--- config.mk ---
export PLATFORM = sky130hd
export DESIGN_NAME = pid_position_motor_drive_core
export DESIGN_NICKNAME = d
export VERILOG_FILES = /design/src/pidpmd_pkg.sv /design/src/pidpmd_cfg.sv /design/src/pid_position_motor_drive_core.sv
export SDC_FILE = /design/constraint.sdc
export NUM_CORES = 2
export LEC_CHECK = 0
export BUFFER_PORTS_ARGS = -buffer_cell sky130_fd_sc_hd__buf_2
export CORE_MARGIN = 8
export CORE_UTILIZATION = 65
export CTS_CLUSTER_DIAMETER = 80
export DETAILED_ROUTE_END_ITERATION = 7
export PLACE_DENSITY = 0.82
export SYNTH_ARGS = -nofsm -noshare
export SYNTH_HDL_FRONTEND = slang
export SYNTH_SLANG_ARGS = --single-unit
--- constraint.sdc ---
create_clock -name clk -period 32.1 [get_ports clk]
set_input_delay 1.605 -clock clk [delete_from_list [all_inputs] [get_ports clk]]
set_output_delay 1.605 -clock clk [all_outputs]
set_load 0.05 [all_outputs]
--- src/pidpmd_pkg.sv ---
// ----------------------------------------------------------------------------
// pidpmd_pkg: shared types and constants of the position PID drive
// Register indexes, register widths, reset values and the settings bundle.
// ----------------------------------------------------------------------------
package pidpmd_pkg;

  localparam int GAIN_W     = 16;
  localparam int LIMIT_W    = 16;
  localparam int MS_W       = 15;
  localparam int MAG_W      = 16;
  localparam int CFG_IDX_W  = 3;
  localparam int CFG_DATA_W = 16;

  typedef enum logic [CFG_IDX_W-1:0] {
    CFG_PROP_GAIN  = 3'd0,
    CFG_INTEG_GAIN = 3'd1,
    CFG_DERIV_GAIN = 3'd2,
    CFG_OUT_LOWER  = 3'd3,
    CFG_OUT_UPPER  = 3'd4,
    CFG_MIN_SPEED  = 3'd5
  } cfg_idx_t;

  localparam logic signed [GAIN_W-1:0]  PROP_GAIN_RST  = 16'sd256;
  localparam logic signed [GAIN_W-1:0]  INTEG_GAIN_RST = 16'sd0;
  localparam logic signed [GAIN_W-1:0]  DERIV_GAIN_RST = 16'sd0;
  localparam logic signed [LIMIT_W-1:0] OUT_LOWER_RST  = -16'sd100;
  localparam logic signed [LIMIT_W-1:0] OUT_UPPER_RST  = 16'sd100;
  localparam logic [MS_W-1:0]           MIN_SPEED_RST  = 15'd0;

  typedef struct packed {
    logic signed [GAIN_W-1:0]  prop_gain;
    logic signed [GAIN_W-1:0]  integ_gain;
    logic signed [GAIN_W-1:0]  deriv_gain;
    logic signed [LIMIT_W-1:0] out_lower_limit;
    logic signed [LIMIT_W-1:0] out_upper_limit;
    logic [MS_W-1:0]           min_speed;
  } cfg_t;

endpackage

--- src/pidpmd_cfg.sv ---
// ----------------------------------------------------------------------------
// pidpmd_cfg: settings registers
// Gains, output limits and minimum speed, written through a plain write port.
// ----------------------------------------------------------------------------
module pidpmd_cfg (
  input  logic                               clk,
  input  logic                               rst,
  input  logic                               cfg_we,
  input  logic [pidpmd_pkg::CFG_IDX_W-1:0]   cfg_index,
  input  logic [pidpmd_pkg::CFG_DATA_W-1:0]  cfg_data,
  output pidpmd_pkg::cfg_t                   cfg
);
  import pidpmd_pkg::*;

  always_ff @(posedge clk) begin
    if (rst) begin
      cfg.prop_gain       <= PROP_GAIN_RST;
      cfg.integ_gain      <= INTEG_GAIN_RST;
      cfg.deriv_gain      <= DERIV_GAIN_RST;
      cfg.out_lower_limit <= OUT_LOWER_RST;
      cfg.out_upper_limit <= OUT_UPPER_RST;
      cfg.min_speed       <= MIN_SPEED_RST;
    end else if (cfg_we) begin
      case (cfg_idx_t'(cfg_index))
        CFG_PROP_GAIN:  cfg.prop_gain       <= cfg_data[GAIN_W-1:0];
        CFG_INTEG_GAIN: cfg.integ_gain      <= cfg_data[GAIN_W-1:0];
        CFG_DERIV_GAIN: cfg.deriv_gain      <= cfg_data[GAIN_W-1:0];
        CFG_OUT_LOWER:  cfg.out_lower_limit <= cfg_data[LIMIT_W-1:0];
        CFG_OUT_UPPER:  cfg.out_upper_limit <= cfg_data[LIMIT_W-1:0];
        CFG_MIN_SPEED:  cfg.min_speed       <= cfg_data[MS_W-1:0];
        default: ;
      endcase
    end
  end

endmodule

--- src/pid_position_motor_drive_core.sv ---
// ----------------------------------------------------------------------------
// pid_position_motor_drive_core: position PID with anti-windup, dir/magnitude
// Registered in order: the input register, the product register (three gain
// multipliers) and the result register (integrator add/clamp, sum, clamp, min
// speed). Throughput one word per cycle while the output is not stalled; the
// integrator feedback is one add and clamp. Synchronous reset restores default
// settings, clears the integrator and previous position and arms the
// first-sample flag.
// ----------------------------------------------------------------------------
module pid_position_motor_drive_core #(
  parameter int POS_WIDTH = 16,
  parameter int FRAC_BITS = 8
) (
  input  logic                                    clk,
  input  logic                                    rst,
  input  logic                                    s_tvalid,
  output logic                                    s_tready,
  // target_pos, measured_pos
  input  logic [((2*POS_WIDTH+7)/8)*8-1:0]        s_tdata,
  // clear_history
  input  logic                                    s_tuser,
  output logic                                    m_tvalid,
  input  logic                                    m_tready,
  // drive_magnitude
  output logic [pidpmd_pkg::MAG_W-1:0]            m_tdata,
  // reverse
  output logic                                    m_tuser,
  input  logic                                    cfg_we,
  input  logic [pidpmd_pkg::CFG_IDX_W-1:0]        cfg_index,
  input  logic [pidpmd_pkg::CFG_DATA_W-1:0]       cfg_data
);
  import pidpmd_pkg::*;

  localparam int ERR_W  = POS_WIDTH + 1;
  localparam int PROD_W = ERR_W + GAIN_W;
  localparam int INT_W  = LIMIT_W + FRAC_BITS + 1;
  localparam int ACC_W  = ((PROD_W > INT_W) ? PROD_W : INT_W) + 1;
  localparam int SUM_W  = ACC_W + 1;

  cfg_t cfg;

  pidpmd_cfg u_cfg (
    .clk       (clk),
    .rst       (rst),
    .cfg_we    (cfg_we),
    .cfg_index (cfg_index),
    .cfg_data  (cfg_data),
    .cfg       (cfg)
  );

  // input register
  logic                 in_valid;
  logic [POS_WIDTH-1:0] in_target;
  logic [POS_WIDTH-1:0] in_measured;
  logic                 in_clear;

  // product register
  logic                     prod_valid;
  logic signed [PROD_W-1:0] prod_p;
  logic signed [PROD_W-1:0] prod_i;
  logic signed [PROD_W-1:0] prod_d;
  logic                     prod_clear;

  // controller state
  logic signed [INT_W-1:0] integrator;
  logic [POS_WIDTH-1:0]    prev_measure;
  logic                    first_sample;

  logic out_ready, prod_ready, adv_prod, adv_out;

  assign out_ready  = !m_tvalid || m_tready;
  assign prod_ready = !prod_valid || out_ready;
  assign s_tready   = !in_valid || prod_ready;
  assign adv_prod   = in_valid && prod_ready;
  assign adv_out    = prod_valid && out_ready;

  always_ff @(posedge clk) begin
    if (rst) begin
      in_valid <= 1'b0;
    end else if (s_tready) begin
      in_valid <= s_tvalid;
    end
  end

  always_ff @(posedge clk) begin
    if (s_tready && s_tvalid) begin
      in_target   <= s_tdata[POS_WIDTH-1:0];
      in_measured <= s_tdata[2*POS_WIDTH-1:POS_WIDTH];
      in_clear    <= s_tuser;
    end
  end

  // error, measurement change and the three gain products
  logic signed [ERR_W-1:0]  err;
  logic signed [ERR_W-1:0]  dmeas;
  logic [POS_WIDTH-1:0]     prev_eff;
  logic signed [PROD_W-1:0] p_next, i_next, d_next;

  always_comb begin
    // a cleared or first sample sees no measurement change
    prev_eff = (in_clear || first_sample) ? in_measured : prev_measure;
    err      = $signed({1'b0, in_target}) - $signed({1'b0, in_measured});
    dmeas    = $signed({1'b0, in_measured}) - $signed({1'b0, prev_eff});
    p_next   = err * $signed(cfg.prop_gain);
    i_next   = err * $signed(cfg.integ_gain);
    d_next   = dmeas * $signed(cfg.deriv_gain);
  end

  always_ff @(posedge clk) begin
    if (rst) begin
      prod_valid   <= 1'b0;
      prev_measure <= '0;
      first_sample <= 1'b1;
    end else begin
      if (prod_ready) begin
        prod_valid <= in_valid;
      end
      if (adv_prod) begin
        prev_measure <= in_measured;
        first_sample <= 1'b0;
      end
    end
  end

  always_ff @(posedge clk) begin
    if (adv_prod) begin
      prod_p     <= p_next;
      prod_i     <= i_next;
      prod_d     <= d_next;
      prod_clear <= in_clear;
    end
  end

  // integrator update, sum, clamps and minimum speed
  logic signed [ACC_W-1:0] lo_acc, hi_acc, acc, acc_lo, acc_cl;
  logic signed [INT_W-1:0] int_base, integ_next;
  logic signed [SUM_W-1:0] lo_sum, hi_sum, ms_sum, ms_neg;
  logic signed [SUM_W-1:0] sum, sum_cl, sum_ms, abs_v;
  logic                    neg;
  logic [MAG_W-1:0]        mag;

  always_comb begin
    lo_acc = {{(ACC_W-LIMIT_W-FRAC_BITS){cfg.out_lower_limit[LIMIT_W-1]}},
              cfg.out_lower_limit, {FRAC_BITS{1'b0}}};
    hi_acc = {{(ACC_W-LIMIT_W-FRAC_BITS){cfg.out_upper_limit[LIMIT_W-1]}},
              cfg.out_upper_limit, {FRAC_BITS{1'b0}}};
    lo_sum = {{(SUM_W-LIMIT_W-FRAC_BITS){cfg.out_lower_limit[LIMIT_W-1]}},
              cfg.out_lower_limit, {FRAC_BITS{1'b0}}};
    hi_sum = {{(SUM_W-LIMIT_W-FRAC_BITS){cfg.out_upper_limit[LIMIT_W-1]}},
              cfg.out_upper_limit, {FRAC_BITS{1'b0}}};
    ms_sum = {{(SUM_W-MS_W-FRAC_BITS){1'b0}}, cfg.min_speed, {FRAC_BITS{1'b0}}};
    ms_neg = -ms_sum;

    int_base = prod_clear ? '0 : integrator;
    acc      = ACC_W'(int_base) + ACC_W'(prod_i);
    // lower clamp first, then upper
    acc_lo     = (acc < lo_acc) ? lo_acc : acc;
    acc_cl     = (acc_lo > hi_acc) ? hi_acc : acc_lo;
    integ_next = acc_cl[INT_W-1:0];

    sum = SUM_W'(prod_p) + SUM_W'(integ_next) - SUM_W'(prod_d);
    if (sum < lo_sum) begin
      sum_cl = lo_sum;
    end else if (sum > hi_sum) begin
      sum_cl = hi_sum;
    end else begin
      sum_cl = sum;
    end

    neg = sum_cl[SUM_W-1];
    if (neg && (sum_cl > ms_neg)) begin
      sum_ms = ms_neg;
    end else if (!neg && (sum_cl != '0) && (sum_cl < ms_sum)) begin
      sum_ms = ms_sum;
    end else begin
      sum_ms = sum_cl;
    end

    abs_v = neg ? -sum_ms : sum_ms;
    mag   = abs_v[FRAC_BITS+MAG_W-1:FRAC_BITS];
  end

  always_ff @(posedge clk) begin
    if (rst) begin
      m_tvalid   <= 1'b0;
      integrator <= '0;
    end else begin
      if (out_ready) begin
        m_tvalid <= prod_valid;
      end
      if (adv_out) begin
        integrator <= integ_next;
      end
    end
  end

  always_ff @(posedge clk) begin
    if (adv_out) begin
      m_tdata <= mag;
      m_tuser <= neg;
    end
  end

endmodule

-- After elaboration in Yosys (flattened, before gate mapping)
Cells that the tools add are included.
- register bits: 290
- bits in latches: 0
- RAM bits: 0
- memory bits (read-only): 0
- input port bits: 57
- output and inout bits: 19
- logic and storage cells: 73
- memories kept: 0
- $add $sub $neg: 7
- multipliers: 3
- divide/modulo/power cells: 0
- order comparisons: 6
- eq/ne operators: 5
- shift-type cells: 0
- multiplexer cells: 9
- bitwise logic cells: 0
- reductions and logical operators: 22
- operators by type and width (kind ; number):
    $mul A17 B16 Y33 ; 3
    $mux W24 ; 3
    $lt A35 B24 Y1 ; 2
    $mux W35 ; 2
    $mux W25 ; 2
    $gt A35 B24 Y1 ; 1
    $gt A35 B35 Y1 ; 1
    $neg A23 Y35 ; 1
    $reduce_bool A35 Y1 ; 1
    $sub A34 B33 Y35 ; 1
    $add A25 B33 Y34 ; 1
    $add A33 B25 Y34 ; 1
    $gt A34 B24 Y1 ; 1
    $lt A34 B24 Y1 ; 1
    $mux W34 ; 1
    $sub A16 B16 Y17 ; 2
    $neg A24 Y24 ; 1
    $mux W16 ; 1
    $reduce_and A2 Y1 ; 6
    $eq A3 B2 Y1 const B ; 2
    $eq A3 B3 Y1 const B ; 2
    $logic_and A1 B1 Y1 ; 6
    $logic_not A1 Y1 ; 4
    $logic_or A1 B1 Y1 ; 4
    other kinds (2) ; 2

-- Longest topological paths before layout
- depth after elaboration: 18
- gate-level depth with buffers: 89
- depth with buffers taken out: 84

-- Cells and area by module
Synthesis repeated with hierarchy kept, for this count alone.
- cell total of the unflattened synthesis: 5571
- area total of the unflattened synthesis: 51286.7 µm²
- modules (own cells, without submodules) (module ; instances ; cells each ; area each (µm²) ; seq. area each (µm²)):
    pid_position_motor_drive_core ; 1 ; 5217 ; 47459.3 ; 5405.2
    pidpmd_cfg ; 1 ; 354 ; 3827.4 ; 1901.8

-- Worst setup path after synthesis
No wires, ideal clock.
- path type: register to register
- start point: reg prod_clear
- end point: reg m_tdata[15] in the netlist's numbering (data pin)
- arrival: 16.579 ns
- required time: 31.839 ns
- slack: 15.259 ns
- cell stages (with the launch flop): 85
- path buffers: 4
- period minus slack after synthesis: 16.841 ns
- cells stage by stage: edfxtp_1 > nor2b_1 > ha_1 > inv_1 > fa_1 > nor2b_1 > o21ai_0 > a21boi_0 > o211ai_1 > a21oi_1 > o21ai_0 > nand4_1 > nand2_1 > o211a_1 > a21oi_1 > a2111o_1 > a31oi_1 > o21bai_1 > [49 not listed] > o21ai_0 > ha_1 > o21a_1 > o21a_1 > o21a_1 > o21a_1 > o21a_1 > o41ai_1 > a211oi_1 > nand3b_1 > and3_1 > o21ai_1 > o31ai_2 > o221ai_1 > nand4_2 > nor4_4 > a41oi_1 > xnor2_1
- cells in the longest elaborated chain, start to end: 18
- ends and longest elaborated chain (item ; line ; text):
    start: declaration ; pid_position_motor_drive_core.sv:62 ; logic prod_clear;
    start signal: assignment ; pid_position_motor_drive_core.sv:130 ; prod_clear <= in_clear;
    $mux W25 * ; pid_position_motor_drive_core.sv:154 ; int_base = prod_clear ? '0 : integrator;
    $add A25 B33 Y34 * ; pid_position_motor_drive_core.sv:155 ; acc = ACC_W'(int_base) + ACC_W'(prod_i);
    $lt A34 B24 Y1 ; pid_position_motor_drive_core.sv:157 ; acc_lo = (acc < lo_acc) ? lo_acc : acc;
    $mux W34 * ; pid_position_motor_drive_core.sv:157 ;
    $gt A34 B24 Y1 ; pid_position_motor_drive_core.sv:158 ; acc_cl = (acc_lo > hi_acc) ? hi_acc : acc_lo;
    $mux W25 * ; pid_position_motor_drive_core.sv:158 ;
    $add A33 B25 Y34 * ; pid_position_motor_drive_core.sv:161 ; sum = SUM_W'(prod_p) + SUM_W'(integ_next) - SUM_W'(prod_d);
    $sub A34 B33 Y35 * ; pid_position_motor_drive_core.sv:161 ;
    $gt A35 B24 Y1 ; pid_position_motor_drive_core.sv:164 ; end else if (sum > hi_sum) begin
    $mux W35 ; pid_position_motor_drive_core.sv:164 ;
    $mux W35 * ; pid_position_motor_drive_core.sv:162 ; if (sum < lo_sum) begin
    branches (longest 6 deep; another with $lt A35 B24 Y1) ; -- ;
    $mux W24 * ; pid_position_motor_drive_core.sv:179 ; abs_v = neg ? -sum_ms : sum_ms;
    via abs_v[23] ; pid_position_motor_drive_core.sv:138 ; logic signed [SUM_W-1:0] sum, sum_cl, sum_ms, abs_v;
    end signal: assignment ; pid_position_motor_drive_core.sv:199 ; m_tdata <= mag;
    end: declaration ; pid_position_motor_drive_core.sv:25 ; output logic [pidpmd_pkg::MAG_W-1:0] m_tdata,
Mark *: on every way through the listed nets, which the timed path passes.
A chain may end at the register's enable or synchronous reset.

-- Worst setup path in the final report
- start point: reg prod_clear
- end point: reg m_tdata[15] in the netlist's numbering (data pin)
- cells in the longest elaborated chain, start to end: 18
- ends and longest elaborated chain (item ; line):
    $mux W25 * ; pid_position_motor_drive_core.sv:154
    $add A25 B33 Y34 * ; pid_position_motor_drive_core.sv:155
    $lt A34 B24 Y1 ; pid_position_motor_drive_core.sv:157
    $mux W34 * ; pid_position_motor_drive_core.sv:157
    $gt A34 B24 Y1 ; pid_position_motor_drive_core.sv:158
    $mux W25 * ; pid_position_motor_drive_core.sv:158
    $add A33 B25 Y34 * ; pid_position_motor_drive_core.sv:161
    $sub A34 B33 Y35 * ; pid_position_motor_drive_core.sv:161
    $gt A35 B24 Y1 ; pid_position_motor_drive_core.sv:164
    $mux W35 ; pid_position_motor_drive_core.sv:164
    $mux W35 * ; pid_position_motor_drive_core.sv:162
    via sum_cl[34] ; pid_position_motor_drive_core.sv:138
    branches (longest 6 deep; another with $lt A35 B24 Y1) ; --
    $mux W24 * ; pid_position_motor_drive_core.sv:179
    via abs_v[23] ; pid_position_motor_drive_core.sv:138
Marked as above.

==> flow_summary.ini <==
[outcome]
outcome = finished, final reports clean

[worst_setup_path]
timing.rr.end = m_tdata[15]
cpMostUsedCell = o21a_1
crit_path_max_incr_delay_ns = 0.86
cp_num_cells = 75
reg2reg_depth = 75
worst-path-max-fanout = 25
worstPathRequired_ns = 32.41
path_class = flop to flop
rrSetupSlack_ns = 12.09
crit_arrival_ns = 20.32
worst-path-buf-inv = 7
start_kind = flop
crit_start = prod_clear
end_kind = flop
reg2reg_from = prod_clear
cp_top_family = compound AO/OA/AOI/OAI gates
worst_path_max_delay_cell = edfxtp_1

[yosys]
synthCells = 5871
ys_seq_area_frac = 0.139
syn_area_sq_um = 52500
syn_nets = 7290
synth_edf_count = 150
ys_seq_elements = 290
async_reset_ff_frac = 0
ys.flop_type = edfxtp_1
synth_cell_types = 104
yosys_warnings = 0
avgSynthCellArea_sq_um = 8.95

[power]
finalPower_mw = 5.18
seqPwrFrac = 0.111
p_switching_mw = 2.82
power_leakage_nw = 24.4
p_sw_frac = 0.544
pwr-share-clk = 0.082
p_per_area_nw_per_um2 = 94.2
internal_power_mw = 2.36
pwr-share-comb = 0.807
worst_ir_drop_vdd_uv = 205

[sta]
post-route-min-period_ns = 20.01
drv_slew = 0
hold_violations = 0
fmaxAchievable_ghz = 0.0500
fin_crit_sh = 0.623
rsz0062_at_grt = no
setup_violations = 0
maxSlewHeadroom = 0.282
tns_ns = 0
worst_pin_slew_ns = 1.07
finalClockSkew_ns = 0.0137

[layout]
mostFrequentLayoutCells = inv_1 (1066), fa_1 (864), nand2_1 (833)
syn_to_final_growth_pct = 4.73
fin_cells = 6879
nFillCells = 6168
nets = 7208
layout-drive-gt1-share = 0.0537
final_common_cell = inv_1

[clock_network]
htreeDepth = 2
hold_buffers = 0
cts-root-buf = clkbuf_16
cts.repair.resized = 0
postCtsSetupBuffers = 0
cts_buffers = 35
cts_tree = done
clk_pin_slew_worst_paths_ns = 0.07
clkLatencyLatePin_ns = 0.56
cts.sinks = 290
clk_path_buf_depth = 3

[global_routing]
antenna_found_initial = 3
track_usage = 0.326
grt_pass1_vias = 43647
grt_pass1_wl_mm = 232
grt_max_degree = 83
grt.overflow.total = 0

[drt]
wl_per_cell_um = 21.1
first_pass_iters = 6
drtIter0Drc = 3400
drc = 0
routed_via_density = 6.02
dr_total_vias = 41390
drt-total-wl_mm = 145
antenna_left = 0

[floorplanning]
die_h_um = 300
die_w_um = 300
ioPinCount = 76
die_area_sq_um = 90200
std_cell_rows = 104
initial_core_util = 0.654
core-area_sq_um = 80300

[worst_hold_path]
hold_class = flop to flop
hold_end = integrator[5]
min_from = integrator[5]
whs_path_depth = 2

[place]
gp_congestion = 0.995
placed_cells = 6812
port_buffers = 75
hpwlAfterDp_mm = 114

[job]
cap_violations = 0
==> routing by layer <==
layer | vias up | global-route usage | share of wire
met5 | - | 0 | 0
met4 | 0 | 0.132 | 0.048
met3 | 451 | 0.0797 | 0.11
met2 | 1993 | 0.532 | 0.46
met1 | 20481 | 0.416 | 0.38
li1 | 18465 | - | -
==> cell usage after synthesis (9+ instances only) <==
cell,n,share of area
a211o_1,12,0.0020
a211oi_1,24,0.0034
a21boi_0,10,0.0014
a21o_1,59,0.0084
a21oi_1,304,0.029
a31oi_1,33,0.0039
and2_1,283,0.034
and3_1,31,0.0037
clkbuf_1,223,0.016
dfxtp_1,140,0.053
edfxtp_1,150,0.086
fa_1,864,0.33
ha_1,498,0.12
inv_1,1066,0.076
mux2_2,58,0.012
mux2i_1,38,0.0072
nand2_1,833,0.060
nand2b_1,121,0.014
nand3_1,87,0.0083
nand3b_1,21,0.0030
nand4_1,37,0.0044
nor2_1,165,0.012
nor2b_1,98,0.012
nor3_1,71,0.0068
o211a_1,9,0.0017
o211ai_1,32,0.0046
o21a_1,40,0.0057
o21ai_0,125,0.012
o21bai_1,33,0.0047
o31ai_1,16,0.0023
or2_2,14,0.0017
or3_1,13,0.0015
xnor2_1,166,0.028
xor2_1,40,0.0067
==> cell type report <==
type	instances	area, sq um	share of cell area
diodes	4	10.0	0.000182
clock buffers	42	958	0.0174
clock inverters	21	250	0.00455
inverters	1068	4010	0.0729
multi-input cells	4272	40400	0.735
flip-flops and latches	290	7310	0.133
well taps	1060	1330	0.0241
repair buffers	122	731	0.0133
==> worst reg2reg max path: cells and delay by family, from the launching register on <==
family	cells	cell delay, ns
muxes	1	0.33
xor gates and xnor gates	1	0.17
DFF	1	0.86
AOI/OAI and AO/OA	41	10.50
and+or+nand+nor	18	3.93
buffers and inverters	7	1.38
adders and majority gates	7	2.64
==> through the flow <==
step	hold WS (ns)	instance area (sq um)	worst slack [ns]	util
4_1_cts	0.451	55000	12.43	0.685
3_5_place_dp	0.440	53800	12.52	0.670
5_1_grt	0.471	55000	10.28	0.685
6_report	0.451	55000	12.09	0.685
3_3_place_gp	0.433	53800	12.99	0.670
2_1_floorplan	0.427	52500	15.26	-
==> how the worst max path moves through the flow <==
stage	to	slack, ns
after global routing	m_tdata[15]	10.28
final	m_tdata[15]	12.09
after floorplan	m_tdata[15]	15.26
after detailed placement	m_tdata[15]	12.52
after CTS	m_tdata[15]	12.43
after global placement	m_tdata[15]	12.99
==> kinds of logic (layout without fill, tap and decap cells) <==
family,after synthesis,in the layout,synth area share
DFF,290,290,0.139
muxes,97,97,0.0200
xor gates and xnor gates,206,206,0.0343
adders and majority gates,1363,1363,0.448
buffers and inverters,1309,1253,0.0944
AOI/OAI and AO/OA,793,793,0.0966
and+or+nand+nor,1813,1813,0.167
other,0,4,0
==> state kept, by name, indices dropped and copies added (netlist names) <==
name          flops
integrator       25
m_tuser           1
in_measured      16
prod_clear        1
prod_d           33
m_tvalid          1
first_sample      1
in_target        16
prod_p           33
m_tdata          16
prod_valid        1
in_valid          1
prev_measure     16
prod_i           33
u_cfg.cfg        95
in_clear          1
==> power by group through the flow <==
| stage | Combinational, mW | Clock [mW] | Sequential, mW |
|---|---|---|---|
| 2_1_floorplan | 3.07 | 0 | 0.592 |
| 3_3_place_gp | 4.01 | 0 | 0.581 |
| 3_5_place_dp | 4.09 | 0 | 0.582 |
| 4_1_cts | 4.11 | 0.427 | 0.574 |
| 5_1_grt | 4.61 | 0.440 | 0.577 |
| 6_report | 4.18 | 0.422 | 0.575 |
Power figures use the tool's default switching activity.
